## config.mk

```make
export PLATFORM = sky130hd
export DESIGN_NAME = gfm_cell
export DESIGN_NICKNAME = d
export VERILOG_FILES = /design/src/rtl/core/gradient_focus_metric_top_k_core_assert.svh /design/src/rtl/core/gfm_cell.sv
export SDC_FILE = /design/constraint.sdc
export NUM_CORES = 1
export LEC_CHECK = 0
export BUFFER_PORTS_ARGS = -buffer_cell sky130_fd_sc_hd__clkbuf_2
export CORE_MARGIN = 5
export CORE_UTILIZATION = 25
export CTS_CLUSTER_SIZE = 28
export DETAILED_ROUTE_END_ITERATION = 16
export PLACE_DENSITY = 0.59
export SLEW_MARGIN = 5
export SYNTH_ARGS = -nofsm -noshare
export SYNTH_HDL_FRONTEND = slang
export SYNTH_SLANG_ARGS = --single-unit
export TNS_END_PERCENT = 100
```

## constraint.sdc

```tcl
create_clock -name clk -period 5.77 [get_ports clk]
set_clock_uncertainty 0.1 [all_clocks]
set_input_delay 0.577 -clock clk [delete_from_list [all_inputs] [get_ports clk]]
set_output_delay 0.577 -clock clk [all_outputs]
set_load 0.02 [all_outputs]
```

## src/rtl/core/gradient_focus_metric_top_k_core_assert.svh

```systemverilog
// Assertion macros shared by the focus metric core.
`ifndef GRADIENT_FOCUS_METRIC_TOP_K_CORE_ASSERT_SVH
`define GRADIENT_FOCUS_METRIC_TOP_K_CORE_ASSERT_SVH
// Implication that must hold at every clock edge outside reset.
`define GFM_ASSERT_IMP(label, clk, rst_n, pre, post, msg) \
    label: assert property (@(posedge clk) disable iff (!rst_n) (pre) |-> (post)) \
        else $error(msg);
// Implication whose consequent is checked in the next cycle.
`define GFM_ASSERT_NEXT(label, clk, rst_n, pre, post, msg) \
    label: assert property (@(posedge clk) disable iff (!rst_n) (pre) |=> (post)) \
        else $error(msg);
`endif

```

## src/rtl/core/gfm_cell.sv

```systemverilog
// ---------------------------------------------------------------------------
// gfm_cell
// One slot of the sorted top-k chain; takes a candidate or the left neighbor.
// ---------------------------------------------------------------------------
`default_nettype none
module gfm_cell #(
    parameter int PIXEL_BITS = 16,
    parameter int CB = 10
) (
    input  wire                         clk,
    input  wire                         rst_n,
    input  wire                         clear,
    input  wire                         ins,
    input  wire                         shift,
    input  wire signed [PIXEL_BITS-1:0] cand_value,
    input  wire [CB-1:0]                cand_row,
    input  wire [CB-1:0]                cand_col,
    input  wire                         left_valid,
    input  wire                         left_ge,
    input  wire signed [PIXEL_BITS-1:0] left_value,
    input  wire [CB-1:0]                left_row,
    input  wire [CB-1:0]                left_col,
    input  wire                         keep,
    output logic                        valid,
    output logic                        ge,
    output logic signed [PIXEL_BITS-1:0] value,
    output logic [CB-1:0]               row,
    output logic [CB-1:0]               col
);
    logic valid_reg;
    logic signed [PIXEL_BITS-1:0] value_reg;
    logic [CB-1:0] row_reg, col_reg;

    assign valid = valid_reg;
    assign value = value_reg;
    assign row = row_reg;
    assign col = col_reg;
    assign ge = valid_reg && (value_reg >= cand_value);

    always_ff @(posedge clk or negedge rst_n)
    begin
        if (!rst_n)
        begin
            valid_reg <= 1'b0;
        end
        else if (clear)
        begin
            valid_reg <= 1'b0;
        end
        else if (shift)
        begin
            valid_reg <= left_valid && keep;
        end
        else if (ins && !ge && keep)
        begin
            valid_reg <= left_ge || left_valid;
        end
        else if (!keep)
        begin
            valid_reg <= 1'b0;
        end
    end

    always_ff @(posedge clk)
    begin
        if (shift)
        begin
            value_reg <= left_value;
            row_reg <= left_row;
            col_reg <= left_col;
        end
        else if (ins && !ge)
        begin
            if (left_ge)
            begin
                value_reg <= cand_value;
                row_reg <= cand_row;
                col_reg <= cand_col;
            end
            else
            begin
                value_reg <= left_value;
                row_reg <= left_row;
                col_reg <= left_col;
            end
        end
    end
endmodule
`default_nettype wire

```

==> results.tsv <==
stage	metric	value	unit
critical_path	reg2reg_depth	7	
synth	yosysSeqAreaShare	54.80	%
cells_and_area	final_util	36.44	%
power_and_ir_drop	swShare	27.53	%
synth	synthCells	142	
die	die_y	99.85	um
global_routing	grtUsageTotal	10.06	%
power_and_ir_drop	seqPwrFrac	46.2	%
cells_and_area	insertedDiodeCount	0	
die	rows	32	
cells_and_area	nets	359	
die	core_area	7807	um2
clocking	h-tree-depth	2	
power_and_ir_drop	p_clk_share	32.1	%
die	die_w	99.85	um
die	start_util	25.85	%
placed_design	port_buffers	117	
sta	max_clock_freq	326.9	MHz
route	wirelength	5125	um
route	route.vias.total	1579	
global_routing	grt_pass1_vias	1697	
power_and_ir_drop	p_comb_share	21.7	%
synth	synth_ff_type	edfxtp_1	
critical_path	end_kind	register	
clocking	cts_sinks	37	
critical_path	rrSetupSlack	2710	ps
die	dieArea	9970	um2
sta	finalCriticalPeriod	3059	ps
critical_path	r2r-end	value[10]	
cells_and_area	mostFrequentLayoutCells	117 x clkbuf_2, 36 x mux2_2, 36 x edfxtp_1	
synth	synth_edf_count	36	
critical_path	worst-endpoint-arrival	2870	ps
synth	ys_warn_count	0	
sta	setup_viol	0	
power_and_ir_drop	internal_power	0.5267	mW
sta	relSlewSlack	33.56	%
flow_run	max_cap_viol_count	0	
worst_hold_path	hold_end	valid	
route	via_per_inst	4.314	
sta	slew_viol_final	0	
clocking	numCtsBuffers	5	
global_routing	antenna_found_initial	0	
power_and_ir_drop	p_per_area	255.5	nW/um2
placed_design	finalWeightedCongestion	0.6784	
global_routing	grt_overflow	0	
critical_path	crit_chain	ha_1 > and4_1 > nand4_2 > a211oi_2 > nor3_1 > mux2i_1 > o22a_2	
synth	syn_area	2018	um2
worst_hold_path	hold_class	primary input to register	
route	drc_errors	0	
synth	synth-seq-cells	37	
clocking	clk_latency	290	ps
synth	synth_cell_type_count	27	
clocking	path_clk_slew	80	ps
power_and_ir_drop	peakVddDrop	0.00008927	V
worst_hold_path	hp-start	clear	
synth	syn_area_per_cell	14.21	um2
cells_and_area	largest_register_ffs	16	
run_status	status	complete, no violations	
route	dr.pass1.iters	4	
route	drt_iter0_markers	35	
power_and_ir_drop	p_sw	0.2001	mW
global_routing	grt_pass1_wl	7935	um
synth	synthArstFlopShare	2.703	%
critical_path	cp.required	5590	ps
power_and_ir_drop	leakage	1.367	nW
sta	final.setup.tns	0	ps
global_routing	grt_max_degree	37	
worst_hold_path	min_path_cells	3	
sta	rsz0062_at_grt	no	
cells_and_area	drive_gt1_share	62.88	%
die	num_io_pins	118	
clocking	post_cts_buffers	0	
synth	syn_nets	238	
placed_design	dp.final_hpwl	4030	um
clocking	cts_root_buf	clkbuf_8	
critical_path	crit_path_top_delay_cell	o22a_2	
cells_and_area	mostFrequentLayoutCell	clkbuf_2	
critical_path	max_stage_delay	800	ps
sta	tightestPinTransition	994.5	ps
critical_path	path_class	register to register	
cells_and_area	syn_to_final_growth	40.98	%
critical_path	crit_fanout	36	
critical_path	critPathLaunchType	register	
sta	hold_violations	0	
route	ant_nets	0	
sta	holdWs	425.0	ps
clocking	cts_tree	yes	
route	routedWlPerCell	14.00	um
clocking	clock_path_buffers	2	
critical_path	rr_startpoint	value[15]	
sta	finalCritPeriodShare	53.02	%
power by group through the flow:
stage	combinational, mW	sequential (mW)	clock (mW)
floorplan	0.0609	0.374	0
CTS	0.162	0.337	0.243
global placement	0.160	0.342	0
finish	0.158	0.336	0.233
detailed placement	0.161	0.343	0
global route	0.176	0.339	0.255
timing repair:
action                                  in CTS  in global routing
hold buffers                                 1                  0
endpoints found under the setup margin       0                  0
gates resized for setup                      0                  0
hold endpoints to repair                     1                  0
worst max path at each step:
stage	start	end	slack [ps]	cells past startpoint
global placement	cand_value[15]	row[6]	2440	9
global route	value[1]	value[12]	2410	7
detailed placement	cand_value[15]	row[6]	2360	9
floorplan	cand_value[15]	col[0]	2600	8
CTS	value[1]	value[3]	2640	7
finish	value[15]	value[10]	2710	7
metrics by stage:
step / power, mW / setup WS (ps) / cell area [um2] / instances
after detailed placement: 0.5035 / 2361 / 2720 / 357
after floorplan: 0.4348 / 2599 / 2018 / 142
after CTS: 0.7416 / 2640 / 2845 / 366
after global placement: 0.5014 / 2437 / 2720 / 357
after global routing: 0.7694 / 2411 / 2845 / 366
final: 0.7269 / 2711 / 2845 / 366
synth_stat cells (2+ instances only):
cell type | number | area [um2]
a21o_1 | 3 | 22.52
a21oi_1 | 5 | 25.02
buf_2 | 4 | 20.02
edfxtp_1 | 36 | 1081
ha_1 | 16 | 200.2
inv_1 | 16 | 60.06
mux2_2 | 36 | 405.4
nand4_1 | 2 | 12.51
nor2_1 | 3 | 11.26
nor2b_1 | 3 | 18.77
nor3_1 | 2 | 10.01
final cells by class:
type                            instances  area [um2]
Timing Repair Buffer                  118       595.6
Clock inverter                          3       46.29
Inverter                               16       60.06
Clock buffer                            5       68.82
Multi-Input combinational cell         85       840.8
Tap cell                              102       127.6
Fill cell                             810        4962
Sequential cell                        37        1106
routing by layer:
layer	vias up	GRT usage, %	wire [um]	part of all wire [%]
met3	4	2.780	392	7.6
met5	-	0	0	0
met2	65	17.19	2564	50
met1	733	12.13	2100	41
met4	0	3.571	67	1.3
li1	777	-	-	-
critical path, delay by kind of cell, from the launching register on:
kind / cells / cell delay (ps)
AOI/OAI and AO/OA: 2 / 860
and+or+nand+nor: 3 / 630
DFF: 1 / 390
muxes: 1 / 350
adders and majority gates: 1 / 330
kinds of logic (layout without fill, tap and decap cells):
family | Yosys count | after routing | synth area share, %
fa+ha+maj | 16 | 16 | 9.919
mux | 37 | 37 | 20.58
flops | 37 | 37 | 54.80
buf+inv | 20 | 142 | 3.968
compound gates | 13 | 13 | 4.712
simple gates | 19 | 19 | 6.014
(Power assumes the default switching activity.)
