<file path="config.mk">
export PLATFORM = sky130hd
export DESIGN_NAME = gfm_grad
export DESIGN_NICKNAME = d
export VERILOG_FILES = /design/src/rtl/core/gradient_focus_metric_top_k_core_assert.svh /design/src/rtl/core/gfm_pkg.sv /design/src/rtl/core/gfm_grad.sv
export SDC_FILE = /design/constraint.sdc
export NUM_CORES = 1
export LEC_CHECK = 0
export ABC_AREA = 1
export BUFFER_PORTS_ARGS = -buffer_cell sky130_fd_sc_hd__buf_2
export CORE_AREA = 2 2 147 149
export CTS_CLUSTER_DIAMETER = 60
export CTS_CLUSTER_SIZE = 10
export DETAILED_ROUTE_END_ITERATION = 10
export DIE_AREA = 0 0 149 151
export GPL_TIMING_DRIVEN = 1
export PLACE_DENSITY = 0.53
export REMOVE_ABC_BUFFERS = 1
export SLEW_MARGIN = 20
export SYNTH_ARGS = -nofsm -noshare
export SYNTH_HDL_FRONTEND = slang
export SYNTH_SLANG_ARGS = --single-unit
</file>
<file path="constraint.sdc">
create_clock -name clk -period 7.1 [get_ports clk]
set_clock_uncertainty 0.2 [all_clocks]
set_input_delay 1.065 -clock clk [delete_from_list [all_inputs] [get_ports clk]]
set_output_delay 1.065 -clock clk [all_outputs]
set_load 0.05 [all_outputs]
</file>
<file path="src/rtl/core/gradient_focus_metric_top_k_core_assert.svh">
// Assertion macros shared by the focus metric core.
`ifndef GRADIENT_FOCUS_METRIC_TOP_K_CORE_ASSERT_SVH
`define GRADIENT_FOCUS_METRIC_TOP_K_CORE_ASSERT_SVH
// Implication that must hold at every clock edge outside reset.
`define GFM_ASSERT_IMP(label, clk, rst_n, pre, post, msg) \
    label: assert property (@(posedge clk) disable iff (!rst_n) (pre) |-> (post)) \
        else $error(msg);
// Implication whose consequent is checked in the next cycle.
`define GFM_ASSERT_NEXT(label, clk, rst_n, pre, post, msg) \
    label: assert property (@(posedge clk) disable iff (!rst_n) (pre) |=> (post)) \
        else $error(msg);
`endif

</file>
<file path="src/rtl/core/gfm_pkg.sv">
// ---------------------------------------------------------------------------
// gfm_pkg
// Types and constants shared by the focus metric core.
// ---------------------------------------------------------------------------
`default_nettype none
package gfm_pkg;
    localparam int METRIC_BITS = 38;
    localparam int GAIN_BITS = 39;
    localparam int COORD_BITS = 10;
    localparam logic [METRIC_BITS-1:0] METRIC_MAX = {METRIC_BITS{1'b1}};
    localparam logic [2:0] REG_WIDTH = 3'd0;
    localparam logic [2:0] REG_HEIGHT = 3'd1;
    localparam logic [2:0] REG_POINTS = 3'd2;
    localparam logic [2:0] REG_DELTA = 3'd3;
    localparam logic [2:0] REG_FRAMES = 3'd4;
    localparam logic KIND_SUMMARY = 1'b0;
    localparam logic KIND_POINT = 1'b1;
endpackage
`default_nettype wire

</file>
<file path="src/rtl/core/gfm_grad.sv">
// ---------------------------------------------------------------------------
// gfm_grad
// Left-pixel register and saturating gradient accumulator.
// ---------------------------------------------------------------------------
`default_nettype none
module gfm_grad #(
    parameter int PIXEL_BITS = 16,
    parameter int AW = 10
) (
    input  wire                          clk,
    input  wire                          rst_n,
    input  wire                          acc,
    input  wire                          use_grad,
    input  wire                          clear,
    input  wire [AW-1:0]                 col,
    input  wire signed [PIXEL_BITS-1:0]  pixel,
    input  wire signed [PIXEL_BITS-1:0]  above,
    output logic [gfm_pkg::METRIC_BITS-1:0] metric
);
    logic signed [PIXEL_BITS-1:0] left_reg;
    logic [gfm_pkg::METRIC_BITS-1:0] sum_reg;
    logic signed [PIXEL_BITS:0] dl, du;
    logic [PIXEL_BITS:0] al, au;
    logic [gfm_pkg::METRIC_BITS:0] s;

    assign metric = sum_reg;
    always_comb
    begin
        dl = {pixel[PIXEL_BITS-1], pixel} - {left_reg[PIXEL_BITS-1], left_reg};
        du = {pixel[PIXEL_BITS-1], pixel} - {above[PIXEL_BITS-1], above};
        al = dl[PIXEL_BITS] ? -dl : dl;
        au = du[PIXEL_BITS] ? -du : du;
        s = {1'b0, sum_reg} + (gfm_pkg::METRIC_BITS+1)'(al)
            + (gfm_pkg::METRIC_BITS+1)'(au);
    end

    always_ff @(posedge clk or negedge rst_n)
    begin
        if (!rst_n)
        begin
            left_reg <= '0;
            sum_reg <= '0;
        end
        else if (clear)
        begin
            sum_reg <= '0;
        end
        else if (acc)
        begin
            left_reg <= pixel;
            if (use_grad && col != '0)
            begin
                sum_reg <= s[gfm_pkg::METRIC_BITS] ? gfm_pkg::METRIC_MAX
                                                  : s[gfm_pkg::METRIC_BITS-1:0];
            end
        end
    end
endmodule
`default_nettype wire

</file>
==> impl_metrics.env, run 1 <==
export IMPL_status="finished, final reports clean"
export IMPL_cts_setup_buffers=0
export IMPL_drc_errors=0
export IMPL_avgSynthCellArea_um2=6.07
export IMPL_cp_arrival_ns=5.75
export IMPL_yosysUniqueCellTypes=42
export IMPL_synth_seq_cells=54
export IMPL_root_buffer="clkbuf_16"
export IMPL_nets=1390
export IMPL_fp_dieW_um=149
export IMPL_vias_per_cell=4.79
export IMPL_dr_pass1_iters=5
export IMPL_postSynthCellCount=1193
export IMPL_hpwl_mm=18.1
export IMPL_worstHoldPathType="reg2reg"
export IMPL_start_util_pct=34.8
export IMPL_ff2ff_setup_slack_ns=1.94
export IMPL_yosysWarnings=0
export IMPL_finalSetupTns_ns=0
export IMPL_cts_sinks=54
export IMPL_num_rows=53
export IMPL_post_cts_resized=0
export IMPL_drtAntennaViolNets=0
export IMPL_core_mm2=0.0208
export IMPL_drt_initial_drc_count=276
export IMPL_first_global_vias=7208
export IMPL_syn_to_final_growth_pct=12.0
export IMPL_peakVddDrop_v=0.000141
export IMPL_synthAdderAreaFrac_pct=14.3
export IMPL_final_max_slew_viol_count=0
export IMPL_finalSetupViolations=0
export IMPL_die_h_um=151
export IMPL_drive_gt1_share_pct=11.5
export IMPL_cts_buffers=5
export IMPL_clk_pin_slew_ns=0.08
export IMPL_synth_seq_area_share_pct=18.6
export IMPL_max_freq_mhz=173
export IMPL_cts_hold_buffers=0
export IMPL_p_per_area_mw_per_mm2=305
export IMPL_htreeDepth=2
export IMPL_final_core_util_pct=39.0
export IMPL_yosys_top_cells_area="dfrtp_1, nand2_1, inv_1"
export IMPL_numPortBuffers=84
export IMPL_synth_top_area_share_pct=18.6
export IMPL_drv_cap=0
export IMPL_synth_top_area_cell="dfrtp_1"
export IMPL_rsz0062_at_grt="false"
export IMPL_cts_tree="built"
export IMPL_total_power_w=0.00248
export IMPL_gp_congestion=0.894
export IMPL_placed_cell_area_mm2=0.00796
export IMPL_synthMuxAreaShare_pct=0
export IMPL_fin_ws_ns=1.32
export IMPL_synthSimpleGateAreaFrac_pct=39.2
export IMPL_synthXorXnorAreaFrac_pct=5.16
export IMPL_post_route_cell_area_mm2=0.00811
export IMPL_hold_viol_final=0
export IMPL_nFillCells=2402
export IMPL_wl_per_cell_um=14.0
export IMPL_critPathMaxFanout=21
export IMPL_rr_worst_depth=25
export IMPL_fin_crit_sh_pct=81.4
export IMPL_ioPinCount=85
export IMPL_crit_path_start_kind="input port"
export IMPL_largest_reg_flops=38
export IMPL_place_ws_ns=0.990
export IMPL_antenna_cells=0
export IMPL_criticalPathCategory="in2reg"
export IMPL_crit_required_ns=7.08
export IMPL_dr_total_vias=7411
export IMPL_grt_start_max_net_pins=55
export IMPL_critPathCaptureType="flip-flop"
export IMPL_tightestPinTransition_ns=0.747
export IMPL_seqCellArea_mm2=0.00135
export IMPL_multi_input_area_mm2=0.00500
export IMPL_syn_area_mm2=0.00725
export IMPL_ctsLongestPathBuffers=2
export IMPL_wirelength_mm=21.7
export IMPL_grt_overflow=0
export IMPL_grt_pass1_wl_mm=35.9
export IMPL_worstSkewPairLatency_ns=0.32
export IMPL_synth_top_family_by_area="simple AND/OR/NAND/NOR gates"
export IMPL_p_leak_nw=4.62
export IMPL_hold_depth=2
export IMPL_antenna_found_initial=0
export IMPL_slew_headroom_pct=50.2
export IMPL_die_area_mm2=0.0225
export IMPL_grt_usage_pct=20.2
export IMPL_layout_min_cycle_time_ns=5.78
export IMPL_synth_compound_area_share_pct=10.3
## cell usage in the layout, fill, tap and decap left out, types with 2 or more instances in the layout
master,n
nand2_1,358
inv_1,209
nand3_1,111
nor2_1,101
buf_2,84
o21ai_0,64
a21oi_1,58
dfrtp_1,54
ha_1,51
xor2_1,33
nand2_2,20
fa_1,20
nand4_1,19
nor3_1,11
nand3_2,7
nor2_2,7
o211ai_1,7
xnor2_1,6
nor4_1,6
inv_2,5
nand3b_1,5
clkbuf_16,5
buf_4,4
nor3_2,3
o21a_1,3
a21o_1,2
xor2_2,2
o21ai_1,2
or2_2,2
## routing by layer
metal / share of wire (%) / up-vias / GRT usage [%]
met5: 0 / - / 0
met1: 46 / 3335 / 25.4
li1: - / 3924 / -
met2: 50 / 124 / 36.5
met4: 2.4 / 0 / 6.10
met3: 2.4 / 28 / 2.08
## cell families (layout without fill, tap and decap cells)
family / count (synthesis) / in the layout
and+or+nand+nor: 654 / 654
buffers and inverters: 232 / 312
AOI/OAI and AO/OA: 141 / 141
adders and majority gates: 71 / 71
DFF: 54 / 54
xor gates and xnor gates: 41 / 41
## power by group
| part | total (W) | internal, W | switching, W |
|---|---|---|---|
| logic | 0.00184 | 0.000611 | 0.00123 |
| registers | 0.000366 | 0.000343 | 0.0000229 |
| clock network | 0.000269 | 0.000133 | 0.000136 |
| total | 0.00248 | 0.00109 | 0.00139 |
## synthesized netlist by cell type
| master | instances |
|---|---|
| inv_4 | 1 |
| nand4_1 | 19 |
| clkbuf_1 | 8 |
| ha_1 | 51 |
| a21oi_2 | 1 |
| a21o_1 | 2 |
| nor2_2 | 6 |
| nand3b_1 | 5 |
| o21bai_1 | 1 |
| xor2_1 | 33 |
| nand2_2 | 19 |
| nand2_1 | 359 |
| nor2_1 | 102 |
| o21a_1 | 3 |
| and2_1 | 1 |
| nand3_1 | 111 |
| o211ai_1 | 7 |
| xor2_2 | 2 |
| buf_8 | 1 |
| nand3_2 | 7 |
| a21oi_1 | 58 |
| fa_1 | 20 |
| dfrtp_1 | 54 |
| o21ai_1 | 2 |
| clkinv_1 | 1 |
| nor2_4 | 1 |
| nor3_2 | 3 |
| nor3_1 | 11 |
| buf_6 | 1 |
| inv_1 | 209 |
| o21ai_0 | 64 |
| nor4_1 | 6 |
| or2_2 | 2 |
| a31oi_1 | 1 |
| nand2_4 | 1 |
| buf_2 | 3 |
| buf_1 | 3 |
| a21boi_1 | 1 |
| xnor2_1 | 6 |
| a21boi_0 | 1 |
| and3_1 | 1 |
| inv_2 | 5 |
## metrics by stage
stage / std cells / hold slack (ns)
5_1_grt: 1548 / 0.353
3_3_place_gp: 1540 / 0.280
6_report: 1548 / 0.295
3_5_place_dp: 1540 / 0.281
2_1_floorplan: 1177 / 0.257
4_1_cts: 1548 / 0.302
## area by class of cell
type                       instances  area share, %
multi-input combinational        907           61.7
sequential                        54           16.7
clock inverter                     3          0.308
inverter                         216           10.0
clock buffer                       5           1.54
tap                              275           4.24
timing repair buffer              88           5.55
## final timing paths
| check | startpoint | end |
|---|---|---|
| max | pixel[0] | metric[9] |
| min | left_reg[0] | left_reg[0] |
| max reg2reg | left_reg[0] | metric[9] |
| min reg2reg | left_reg[0] | left_reg[0] |
| max in group asynchronous | rst_n | metric[15] |
| min in group asynchronous | rst_n | metric[0] |
## worst max-delay path, cell delays in order
cell,delay (ns)
buf_2,0.10
inv_1,0.08
ha_1,0.15
inv_1,0.09
fa_1,0.46
nor2_1,0.13
nor2_1,0.09
nor2_1,0.19
nand3_1,0.10
nor2_1,0.14
nand3_1,0.11
nor2_1,0.17
nand3_1,0.13
nand2_1,0.10
nand2_1,0.05
nand2_1,0.07
inv_1,0.06
fa_1,0.47
inv_1,0.04
ha_1,0.34
a21oi_1,0.19
o21ai_0,0.17
a21oi_1,0.20
o21ai_1,0.10
nand2_1,0.06
nand2_1,0.41
o21ai_0,0.34
o21ai_0,0.12
No activity file was read; power rests on OpenSTA's default activity.
==> run 2: changes to the inputs <==
--- a/config.mk
+++ b/config.mk
@@ -13,7 +13,7 @@
 export DETAILED_ROUTE_END_ITERATION = 10
 export DIE_AREA = 0 0 149 151
 export GPL_TIMING_DRIVEN = 1
-export PLACE_DENSITY = 0.53
+export PLACE_DENSITY = 0.55
 export REMOVE_ABC_BUFFERS = 1
 export SLEW_MARGIN = 20
 export SYNTH_ARGS = -nofsm -noshare
==> constraint.sdc (replaced) <==
create_clock -name clk -period 4.7 [get_ports clk]
set_clock_uncertainty 0.2 [all_clocks]
set_input_delay 0.705 -clock clk [delete_from_list [all_inputs] [get_ports clk]]
set_output_delay 0.705 -clock clk [all_outputs]
set_load 0.05 [all_outputs]
==> run 2 against run 1 <==
  * Die area did not move
  * Setup slack lost 1.3 ns
  * Global-route usage is 0.78 points higher
  * Via count grew 12%
  * Critical path depth is the same
  * Routed wire length rose by 12%
  * Flip-flop and latch count unchanged
  * Clock power rose by 59%
  * Non-clock buffer count increased by 197
  * Core utilization grew 13 points
  * Sequential share of layout area down 4.1 points
  * Critical endpoint is now metric[13]
==> impl_metrics.env, run 2 (same netlist as run 1, synthesis figures left out) <==
export IMPL_status="finished, final reports clean"
export IMPL_drt_initial_drc_count=318
export IMPL_gp_congestion=0.879
export IMPL_grt_pass1_wl_mm=37.4
export IMPL_antenna_found_initial=0
export IMPL_slew_headroom_pct=34.3
export IMPL_p_leak_nw=5.79
export IMPL_crit_path_start_kind="input port"
export IMPL_total_power_w=0.00617
export IMPL_largest_reg_flops=38
export IMPL_placed_cell_area_mm2=0.00929
export IMPL_die_area_mm2=0.0225
export IMPL_cp_arrival_ns=4.69
export IMPL_root_buffer="clkbuf_16"
export IMPL_cts_tree="built"
export IMPL_fp_dieW_um=149
export IMPL_hold_ws_ns=0.319
export IMPL_p_per_area_mw_per_mm2=571
export IMPL_grt_start_max_net_pins=38
export IMPL_vias_per_cell=4.75
export IMPL_grt_usage_pct=21.0
export IMPL_core_mm2=0.0208
export IMPL_fin_crit_sh_pct=99.1
export IMPL_slowest_stage="fa_2"
export IMPL_drive_gt1_share_pct=37.0
export IMPL_ioPinCount=85
export IMPL_final_max_slew_viol_count=0
export IMPL_hpwl_mm=18.9
export IMPL_tightestPinTransition_ns=0.986
export IMPL_max_freq_mhz=215
export IMPL_numPortBuffers=84
export IMPL_post_route_cell_area_mm2=0.0108
export IMPL_drv_cap=0
export IMPL_syn_to_final_growth_pct=48.9
export IMPL_drc_errors=0
export IMPL_crit_required_ns=4.73
export IMPL_worstSkewPairLatency_ns=0.32
export IMPL_final_common_cell="nand2_1"
export IMPL_finalSetupViolations=0
export IMPL_worstHoldPathType="reg2reg"
export IMPL_final_cell_mix="nand2_1, buf_4, inv_1"
export IMPL_dp_cells=1717
export IMPL_critical_path_max_stage_delay_ns=0.61
export IMPL_start_util_pct=34.8
export IMPL_layout_min_cycle_time_ns=4.66
export IMPL_cts_sinks=54
export IMPL_ctsLongestPathBuffers=2
export IMPL_peakVddDrop_v=0.000317
export IMPL_drtAntennaViolNets=0
export IMPL_hold_viol_final=0
export IMPL_grt_overflow=0
export IMPL_dr_total_vias=8290
export IMPL_critPathCaptureType="flip-flop"
export IMPL_die_h_um=151
export IMPL_rsz0062_at_grt="true"
export IMPL_first_global_vias=7883
export IMPL_wl_per_cell_um=13.9
export IMPL_clk_pin_slew_ns=0.08
export IMPL_dr_pass1_iters=6
export IMPL_num_rows=53
export IMPL_nets=1587
export IMPL_criticalPathCategory="in2reg"
export IMPL_critPathMaxFanout=5
export IMPL_wirelength_mm=24.3
export IMPL_htreeDepth=2
export IMPL_antenna_cells=0
export IMPL_fin_cells=1745
export IMPL_cts_buffers=5
run 2: repair_timing:
item | CTS | global route
buffers inserted | 3 | 16
hold buffers | 0 | 0
gates cloned | 0 | 2
pin swaps | 31 | 101
endpoints found under the setup margin | 38 | 38
resized for setup | 96 | 225
run 2: metrics by stage:
stage | utilization [%] | setup TNS (ns) | setup slack (ns)
5_1_grt | 51.8 | -3.86 | -0.171
2_1_floorplan | - | -1.40 | -0.0690
6_report | 51.8 | 0 | 0.0434
3_5_place_dp | 44.6 | -22.45 | -0.685
4_1_cts | 47.2 | -0.0274 | -0.0195
3_3_place_gp | 44.6 | -21.00 | -0.674
run 2: cell type report:
class / instances / area [um^2]
flip-flops and latches: 54 / 1350
well taps: 275 / 344
multi-input cells: 907 / 6130
inverters: 216 / 826
repair buffers: 285 / 1980
clock buffers: 5 / 125
clock inverters: 3 / 28.8
fillers: 2132 / 10000
run 2: power by group:
part           internal (W)  switching (W)
Sequential         0.000518      0.0000352
Clock              0.000205       0.000224
Combinational       0.00239        0.00280
Total               0.00311        0.00306
run 2: path summary, 6_finish.rpt:
check	startpoint	end	slack [ns]	depth (start not counted)
max reg2reg	left_reg[0]	metric[13]	0.11	26
min reg2reg	left_reg[7]	left_reg[7]	0.32	2
min in group asynchronous	rst_n	metric[2]	0.34	1
max	pixel[0]	metric[13]	0.04	28
min	left_reg[7]	left_reg[7]	0.32	2
max in group asynchronous	rst_n	metric[6]	3.11	2
run 2: worst max-delay path: cells and delay by family:
family	cells	cell delay [ns]
AO/OA/AOI/OAI	2	0.20
adder cells (fa/ha/maj)	5	1.74
buffers and inverters	6	0.38
AND/OR/NAND/NOR	15	1.63
run 2: metal layers:
layer / global-route usage, % / vias to the layer above / share of wire (%)
li1: - / 4318 / -
met1: 25.3 / 3790 / 43
met4: 5.14 / 0 / 2.4
met2: 39.6 / 143 / 51
met3: 2.56 / 39 / 3.1
met5: 0 / - / 0
